File: config.mk
export PLATFORM = sky130hd
export DESIGN_NAME = urdf_datapath
export DESIGN_NICKNAME = d
export VERILOG_FILES = /design/src/rtl/urdf_pkg.sv /design/src/rtl/urdf_datapath.sv
export SDC_FILE = /design/constraint.sdc
export NUM_CORES = 1
export LEC_CHECK = 0
export BUFFER_PORTS_ARGS = -buffer_cell sky130_fd_sc_hd__buf_2
export CAP_MARGIN = 20
export CORE_MARGIN = 2
export CORE_UTILIZATION = 40
export CTS_CLUSTER_DIAMETER = 30
export CTS_CLUSTER_SIZE = 12
export DETAILED_ROUTE_END_ITERATION = 10
export SYNTH_ARGS = -nofsm -noshare
export SYNTH_HDL_FRONTEND = slang
export SYNTH_SLANG_ARGS = --single-unit
File: constraint.sdc
create_clock -name i_clk -period 5.87 [get_ports i_clk]
set_input_delay 1.174 -clock i_clk [delete_from_list [all_inputs] [get_ports i_clk]]
set_output_delay 1.174 -clock i_clk [all_outputs]
set_load 0.005 [all_outputs]
File: src/rtl/urdf_pkg.sv
// Shared types, codes and the CRC-8 byte update for the UART register datagram framer.
// No dependencies; imported by the interfaces and every RTL module.
`default_nettype none

package urdf_pkg;

    localparam int unsigned BYTE_W    = 8;
    localparam int unsigned REG_IDX_W = 7;
    localparam int unsigned DATA_W    = 32;
    localparam int unsigned COUNT_W   = 3;
    localparam int unsigned CFG_IDX_W = 1;
    // Sync, node, address and four data bytes; the CRC is not shifted
    localparam int unsigned FRAME_W   = 7 * BYTE_W;

    localparam logic [BYTE_W-1:0]  CRC_POLY      = 8'h07;
    localparam logic [BYTE_W-1:0]  SYNC_RESET    = 8'h05;
    localparam logic [BYTE_W-1:0]  NODE_RESET    = 8'h00;
    localparam logic [COUNT_W-1:0] READ_LAST_IX  = 3'd3;
    localparam logic [COUNT_W-1:0] WRITE_LAST_IX = 3'd7;

    // Command field codes
    typedef enum logic {
        CMD_READ  = 1'b0,
        CMD_WRITE = 1'b1
    } t_command;

    // Configuration register indexes
    typedef enum logic [CFG_IDX_W-1:0] {
        CFG_NODE_ADDRESS = 1'b0,
        CFG_SYNC_BYTE    = 1'b1
    } t_cfg_idx;

    typedef enum logic {
        ST_IDLE = 1'b0,
        ST_SEND = 1'b1
    } t_state;

    // Controller to datapath
    typedef struct packed {
        logic load;
        logic emit;
    } t_dp_cmd;

    // Datapath to controller
    typedef struct packed {
        logic out_free;
        logic last;
    } t_dp_sts;

    // Fold one byte into the CRC, least significant bit first
    function automatic logic [BYTE_W-1:0] crc8_byte(
        input logic [BYTE_W-1:0] crc_in,
        input logic [BYTE_W-1:0] data_in
    );
        logic [BYTE_W-1:0] crc;
        logic              fb;
        crc = crc_in;
        for (int j = 0; j < BYTE_W; j++) begin
            fb  = crc[BYTE_W-1] ^ data_in[j];
            crc = {crc[BYTE_W-2:0], 1'b0} ^ (fb ? CRC_POLY : '0);
        end
        return crc;
    endfunction

endpackage

`default_nettype wire

File: src/rtl/urdf_datapath.sv
// Datapath: configuration registers, frame shift register, byte counter, running CRC
// and output register. Depends on urdf_pkg.
`default_nettype none

module urdf_datapath
    import urdf_pkg::*;
(
    input  wire logic                 i_clk,
    input  wire logic                 i_rst_n,
    input  wire logic                 i_cfg_we,
    input  wire logic [CFG_IDX_W-1:0] i_cfg_idx,
    input  wire logic [BYTE_W-1:0]    i_cfg_data,
    input  wire logic                 i_command,
    input  wire logic [REG_IDX_W-1:0] i_register_index,
    input  wire logic [DATA_W-1:0]    i_write_data,
    input  wire logic                 i_out_ready,
    input  wire t_dp_cmd              i_cmd,
    output t_dp_sts                   o_sts,
    output logic                      o_out_valid,
    output logic [BYTE_W-1:0]         o_tx_byte,
    output logic                      o_last_byte
);

    logic [BYTE_W-1:0]  r_node, n_node;
    logic [BYTE_W-1:0]  r_sync, n_sync;
    logic [FRAME_W-1:0] r_shift, n_shift;
    logic [COUNT_W-1:0] r_count, n_count;
    logic [BYTE_W-1:0]  r_crc, n_crc;
    logic               r_write, n_write;
    logic               r_out_valid, n_out_valid;
    logic [BYTE_W-1:0]  r_tx_byte, n_tx_byte;
    logic               r_last, n_last;

    logic               last;
    logic [BYTE_W-1:0]  cur_byte;

    // Select the byte for the current position: frame byte, or CRC at the end
    assign last     = (r_count == (r_write ? WRITE_LAST_IX : READ_LAST_IX));
    assign cur_byte = last ? r_crc : r_shift[FRAME_W-1 -: BYTE_W];

    assign o_sts.out_free = !r_out_valid || i_out_ready;
    assign o_sts.last     = last;

    // Update configuration
    always_comb begin
        n_node = r_node;
        n_sync = r_sync;
        if (i_cfg_we) begin
            case (t_cfg_idx'(i_cfg_idx))
                CFG_NODE_ADDRESS: n_node = i_cfg_data;
                CFG_SYNC_BYTE:    n_sync = i_cfg_data;
                default:          ;
            endcase
        end
    end

    // Load the frame on a new request, advance one byte per emit
    always_comb begin
        n_shift     = r_shift;
        n_count     = r_count;
        n_crc       = r_crc;
        n_write     = r_write;
        n_out_valid = r_out_valid && !i_out_ready;
        n_tx_byte   = r_tx_byte;
        n_last      = r_last;
        if (i_cmd.load) begin
            n_write = (i_command == CMD_WRITE);
            n_shift = {r_sync, r_node, (i_command == CMD_WRITE), i_register_index,
                       i_write_data};
            n_count = '0;
            n_crc   = '0;
        end else if (i_cmd.emit) begin
            n_shift     = {r_shift[FRAME_W-BYTE_W-1:0], {BYTE_W{1'b0}}};
            n_count     = r_count + 1'b1;
            n_crc       = crc8_byte(r_crc, cur_byte);
            n_out_valid = 1'b1;
            n_tx_byte   = cur_byte;
            n_last      = last;
        end
    end

    always_ff @(posedge i_clk) begin
        if (!i_rst_n) begin
            r_node      <= NODE_RESET;
            r_sync      <= SYNC_RESET;
            r_out_valid <= 1'b0;
            r_count     <= '0;
            r_write     <= 1'b0;
        end else begin
            r_node      <= n_node;
            r_sync      <= n_sync;
            r_out_valid <= n_out_valid;
            r_count     <= n_count;
            r_write     <= n_write;
        end
    end

    always_ff @(posedge i_clk) begin
        r_shift   <= n_shift;
        r_crc     <= n_crc;
        r_tx_byte <= n_tx_byte;
        r_last    <= n_last;
    end

    assign o_out_valid = r_out_valid;
    assign o_tx_byte   = r_tx_byte;
    assign o_last_byte = r_last;

`ifndef SYNTH
    a_emit_into_free: assert property (@(posedge i_clk) disable iff (!i_rst_n)
        i_cmd.emit |-> (!r_out_valid || i_out_ready))
        else $error("byte emitted over an untaken output");
    a_emit_shows: assert property (@(posedge i_clk) disable iff (!i_rst_n)
        i_cmd.emit |=> (r_out_valid && r_last == $past(last)))
        else $error("emitted byte not presented");
    a_load_clears: assert property (@(posedge i_clk) disable iff (!i_rst_n)
        i_cmd.load |=> (r_count == '0 && r_crc == '0))
        else $error("frame load did not clear counter and CRC");
`endif

endmodule

`default_nettype wire

# Word-level counts from Yosys, hierarchy flattened
# Index checks and enable logic that the tools add are counted.
# op_classes
n_addsub	1
mul	0
div	0
order_cmp	0
eq_ne	1
n_shift	0
mux	14
n_bitwise	19
reduce_logical	9
# ops
op	n
$mux W56	2
$xor A8 B3 Y8	8
$mux W3	9
$mux W8	1
$xor A1 B1 Y1	8
$reduce_and A2 Y1	3
$add A3 B1 Y3 const B	1
$eq A3 B3 Y1	1
$not A1 Y1	3
$logic_not A1 Y1	2
$mux W1	2
$reduce_bool A2 Y1	1
$reduce_or A2 Y1	1
$logic_and A1 B1 Y1	1
$logic_or A1 B1 Y1	1
# word_totals
register_bits	94
latch_bits	0
mem_bits_rw	0
rom_bits	0
in_bits	55
output_inout_bits	12
elab_cells	53
n_memories	0

# Longest topological paths before layout
# Gate-level depths: netlist (run 1).
# logic_depth
word_depth	27
ltp_mapped	8
mapped_depth_nobuf	8

# Least setup slack after synthesis (run 1)
# No wires, ideal clock.
# synth_timing
path_type	input -> register
startpoint	input i_cmd[1] (netlist name)
endpoint	register r_shift[0] (enable)
setup_time_ns	0.410
t_arrival_ns	2.838
required_time_ns	5.460
setup_slack_ns	2.622
stages	4
n_path_buf	2
path_cell_list	clkbuf_1 -> clkbuf_1 -> nor2_1 -> inv_1
# synth_via
elab_chain_len	1
# synth_rtl
item	line	text
start: declaration	urdf_datapath.sv:17	input wire t_dp_cmd i_cmd,
$reduce_bool A2 Y1 (no source line)	--	
end signal: assignment	urdf_datapath.sv:99	r_shift <= n_shift;
end: declaration	urdf_datapath.sv:26	logic [FRAME_W-1:0] r_shift, n_shift;
# No other way between the ends.
# A chain may end at the register's enable or synchronous reset.

==> metrics, run 1 <==
Mapped Nets approximately 350; pin count of the biggest net entering global routing 57; hold crit path type register to register; fin area approximately 0.0048 mm2; GRT Residual Overflow 0; Compound-Gate Fraction of Synth Area approximately 3.5%; sequential fraction of the synthesis area a little over 60%; main combinational cell family by area after synthesis multiplexers; IO buf count 66; part of the power in the clock network 25.5%; dpl hpwl ~4.6 mm; count leader, synth edfxtp_1; critical path class input pin to primary output; Post-CTS Hold Fix Bufs 0; Reg power frac a little over half; H-tree Lvls 3; Ys Warns 0; Ant. Diodes 0; Unique masters post-synth 32; P_sw between 0.4 and 0.5 mW; Data required, critical path between 4000 and 5000 ps; number of synthesized flops with an enable pin 65; Synth Instances slightly below 300; Worst-path clk slew 90 ps; Post-synth top cells edfxtp_1, mux2_2, dfxtp_1; Slew Viols, Final 0; Starting DRT DRC Count 77; max cap viols 0; Power Dens Cells roughly 340 mW/mm2; vias per cell ~4.7; syn_area_per_cell roughly 14 um2; worst-case hold slack about 460 ps; Final Setup Violations 0; combinational cell fraction of total power between 20% and 30%; DR DRC count 0; met2 Track Usage GR between 20% and 30%; Yosys top cell area share 47.24%; Clock Skew about 9.4 ps; register area 0.002532 mm2; post-cts sizing count 0; GR Util met3 roughly 4.0%; CP max FO 2; post-route insts no fill around 500; Nets 419; simple-gate portion of the synthesized area 8.298%; RSZ-0062 raised after global routing false; Peak VDD IR approximately 110 uV; Max clock buf depth 2; area of the core slightly above 0.01 mm2; Post-Syn Area between 0.004 and 0.005 mm2; mux cell area share after synthesis 17.72%; GRT Util Overall 13.21%; post-synthesis register bit count 94; TritonRoute pass-1 iters 4; CTS tree yes; Top Ports 67; Post-Synth XOR/XNOR Area a little under 7%; vias in the first global route roughly 2400; TritonCTS buffer count 9; min cycle time layout 2712 ps; Synth area leaders edfxtp_1, mux2_2, dfxtp_1; leakage between 1.5 and 2 nW; Rows 37; total negative slack 0 ps; Post-synth top flop edfxtp_1; Area growth syn-to-layout 15.81%; first-pass GRT wire length roughly 12 mm; Yosys top cell by area edfxtp_1; status complete, no violations; remaining antenna violation count 0; DP Area approximately 0.0046 mm2; Placed Cells 488; GR met1 Demand/Resource between 10% and 20%; fin util between 40% and 50%; Async S/R FF share, synth 0%; initial antenna violation count 0; Worst Path Arrival ~1500 ps; sw frac 26.83%; internal power approximately 1.2 mW; area of the multi-input gates 0.001520 mm2; Max Clk Rate 368.8 MHz; Slew @ Worst Pin around 700 ps; clock root cell clkbuf_8; die width around 110 um; WL/cell between 10 and 15 um; GP Congestion around 0.79; Final Cycle Share 46.20%; Initial Utilization between 40% and 50%; vias between 2000 and 2500; die height 105.6 um; global route hottest layer met2; total die area approximately 0.011 mm2; post-CTS setup buffers 0; layout cells sized above 1 38.86%; drt total wl 6.875 mm; CP endpoint kind primary output; worst-skew pair later-pin latency between 300 and 400 ps; clk sinks 94; FILL cells between 900 and 1000; Worst Setup Start Kind input pin; relative slew slack a little over 50%; Post-Synth Adder-Cell Area less than 1%; final hold vios 0
## sequential cells by signal (all words and copies together) (netlist names)
register and flops:
r_shift 56, o_tx_byte 8, r_crc 8, r_node 8, r_sync 8, r_count 3, o_last_byte 1, o_out_valid 1
r_write 1
## cell type report
class / count / area share, %
Clock inverter: 6 / 1.308
Multi-Input combinational cell: 183 / 31.77
Inverter: 7 / 0.5492
Sequential cell: 94 / 52.93
Timing Repair Buffer: 68 / 7.218
Tap cell: 136 / 3.556
Clock buffer: 10 / 2.667
## through the flow
stage	power (mW)	worst slack [ps]
4_1_cts	1.654	3146
3_3_place_gp	1.228	2940
2_1_floorplan	1.152	2622
5_1_grt	1.725	3065
6_report	1.634	3158
3_5_place_dp	1.236	2866
## kinds of logic (layout without fill, tap and decap cells)
family	count (synthesis)	count (layout)
and+or+nand+nor	67	67
xor gates and xnor gates	26	26
muxes	66	66
adders and majority gates	1	1
DFF	94	94
AOI/OAI and AO/OA	23	23
buffers and inverters	20	91
## path summary, 6_finish.rpt
path / from / to / slack [ps] / cells after the start
min reg2reg: r_sync[4] / r_sync[4] / 460 / 2
max: i_out_ready / o_sts[1] / 3160 / 3
max reg2reg: r_count[0] / r_crc[3] / 3460 / 8
min: r_sync[4] / r_sync[4] / 460 / 2
## routing by layer
metal  share of wire, %  up-vias
met5                  0        -
met4                1.5        0
met3                6.7       10
met2                 46       62
met1                 46     1121
li1                   -     1188
## cell usage in the layout (no fill, tap or decap), types with 3 or more instances in the layout
cell type | netlist | layout
nor2b_1 | 9 | 9
xor2_1 | 7 | 7
inv_1 | 7 | 6
xnor2_1 | 15 | 15
o21ai_0 | 7 | 7
mux2i_1 | 12 | 12
a21oi_1 | 5 | 5
nor2_1 | 8 | 8
edfxtp_1 | 65 | 65
a21boi_0 | 8 | 8
clkbuf_8 | 0 | 9
nand2_1 | 25 | 25
mux2_2 | 53 | 53
nand3_1 | 3 | 3
buf_2 | 0 | 66
nand2b_1 | 7 | 7
dfxtp_1 | 29 | 29
and2_1 | 9 | 9
## power by group through the flow
stage	Sequential [mW]	Clock (mW)	Combinational, mW
floorplan	0.853	0	0.299
global placement	0.865	0	0.363
detailed placement	0.869	0	0.367
CTS	0.853	0.433	0.368
global route	0.864	0.456	0.405
finish	0.852	0.417	0.365
## worst max-delay path: stages
cell,delay [ps]
buf_2,90
nand2b_1,140
buf_2,130
(Power assumes the default switching activity.)
==> inputs of run 2 (changes only) <==
==> constraint.sdc (replaced) <==
create_clock -name i_clk -period 2.4 [get_ports i_clk]
set_input_delay 0.48 -clock i_clk [delete_from_list [all_inputs] [get_ports i_clk]]
set_output_delay 0.48 -clock i_clk [all_outputs]
set_load 0.005 [all_outputs]
==> metrics, run 2 (same netlist as run 1, synthesis figures left out) <==
leakage 1.942 nW (+0.50%); most common cell after layout, fill and taps aside buf_2; pin count of the biggest net entering global routing 46 (-19%); Data required, critical path 2650 ps (-2050 ps); Worst-path clk slew 90 ps (about the same); TritonCTS buffer count 9 (unchanged); RR Startpoint r_count[0]; die height 105.6 um (unchanged); clk sinks 94 (unchanged); Rows 37 (unchanged); min cycle time layout between 2000 and 2500 ps; hold depth 3 (+1); max FFs per register 56 (unchanged); Worst Setup SP r_count[0]; Max clock buf depth 2 (unchanged); vias in the first global route 2326 (-4.4%); Final Setup Violations 0 (unchanged); drt total wl 7.067 mm (+2.8%); layout cells sized above 1 39.73% (+0.87 points); Clock Skew 8.983 ps (-0.3797 ps); Initial Utilization 40.57% (unchanged); GRT Util Overall 13.34% (+0.12 points); GP Congestion 0.7926 (about the same); RSZ-0062 raised after global routing false; Setup crit end r_crc[3]; CP max FO 9 (+7); Slew Viols, Final 0 (unchanged); dpl hpwl 4.880 mm (+5.3%); setup ws final 192.9 ps (-2965 ps); vias 2365 (-0.67%); total die area 0.01116 mm2 (unchanged); Ant. Diodes 0 (unchanged); GRT Residual Overflow 0 (unchanged); FILL cells 941 (-4.0%); Pwr Total 3.930 mW (+140%); max cap viols 0 (unchanged); Power Dens Cells 816.6 mW/mm2 (+140%); Final Cycle Share between 90% and 100%; worst reg2reg path depth 8 (unchanged); Area growth syn-to-layout 16.51%; clock root cell clkbuf_8; worst-skew pair later-pin latency 350 ps (about the same); hold crit path type input pin to register; Nets 421 (+0.48%); pre-CTS WS 109.9 ps (-2756 ps); Worst Setup Start Kind register; vias per cell 4.674 (-1.1%); WL/cell 13.97 um (+2.4%); status complete, no violations; relative slew slack 62.57% (+11 points); Worst Path Arrival 2460 ps (+920 ps); first-pass GRT wire length 11.53 mm (+0.17%); DR DRC count 0 (unchanged); commonest non-fill, non-tap cells in the layout buf_2, edfxtp_1, mux2_2; post-CTS setup buffers 0 (unchanged); area of the core 0.01018 mm2 (unchanged); IO buf count 66 (unchanged); Peak VDD IR 337.7 uV (+200%); fin util 47.26% (+0.28 points); Starting DRT DRC Count 104 (+35%); initial antenna violation count 1 (+1); critical path class register to register; CP endpoint kind register; total negative slack 0 ps (unchanged); Slew @ Worst Pin 561.4 ps (-158.7 ps); Max Clk Rate about 450 MHz; remaining antenna violation count 0 (unchanged); H-tree Lvls 3 (unchanged); die width 105.6 um (unchanged); CTS tree yes; Top Ports 67 (unchanged); Largest Register r_shift; TritonRoute pass-1 iters 4 (unchanged); final hold vios 0 (unchanged); Critical R2R Capture r_crc[3]; Reg2Reg Setup Slack 190 ps (-3270 ps)
## run 2: repair_timing
item                                    CTS  global route
hold buffers                              0             0
resized for setup                         0             2
endpoints found under the setup margin    0             2
## run 2: stage by stage
step	std cells	hold WS [ps]	area, um2
floorplan	297	434.8	4135
global placement	490	445.3	4626
detailed placement	490	451.5	4626
CTS	506	358.5	4798
global route	506	367.2	4813
finish	506	369.2	4813
## run 2: cell type report
type | instances | area, um2 | area share (%)
Timing Repair Buffer | 70 | 372.9 | 7.746
Multi-Input combinational cell | 183 | 1535 | 31.89
Clock buffer | 9 | 123.9 | 2.573
Sequential cell | 94 | 2532 | 52.61
Clock inverter | 7 | 48.80 | 1.014
Tap cell | 136 | 170.2 | 3.535
Inverter | 7 | 30.03 | 0.6239
## run 2: worst min path at each step
stage	start	endpoint	slack [ps]
2_1_floorplan	r_sync[0]	r_sync[0]	430
3_3_place_gp	r_sync[2]	r_sync[2]	450
3_5_place_dp	r_sync[0]	r_sync[0]	450
4_1_cts	i_cfg_data[2]	r_sync[2]	360
5_1_grt	i_cfg_data[7]	r_sync[7]	370
6_report	i_cfg_data[0]	r_sync[0]	370
## run 2: critical path, cell delays in order (launching register included)
cell	delay (ps)
dfxtp_1	330
ha_1	270
nand2_4	160
inv_1	100
a21oi_1	220
xnor2_2	130
xnor2_1	300
mux2i_1	240
mux2_2	350
## run 2: routing by layer
layer  up-vias  wire length (um)  GRT usage (%)
met5         -                 0              0
met4         0                70          4.229
met3         6               465          5.195
met2        57              3251          20.74
met1      1116              3280          17.19
li1       1186                 -              -
## run 2: where the power goes
group | internal (mW) | leakage (nW) | switching [mW]
clock | 0.379 | 0.0813 | 0.556
sequential | 1.95 | 0.908 | 0.141
combinational | 0.512 | 0.953 | 0.398
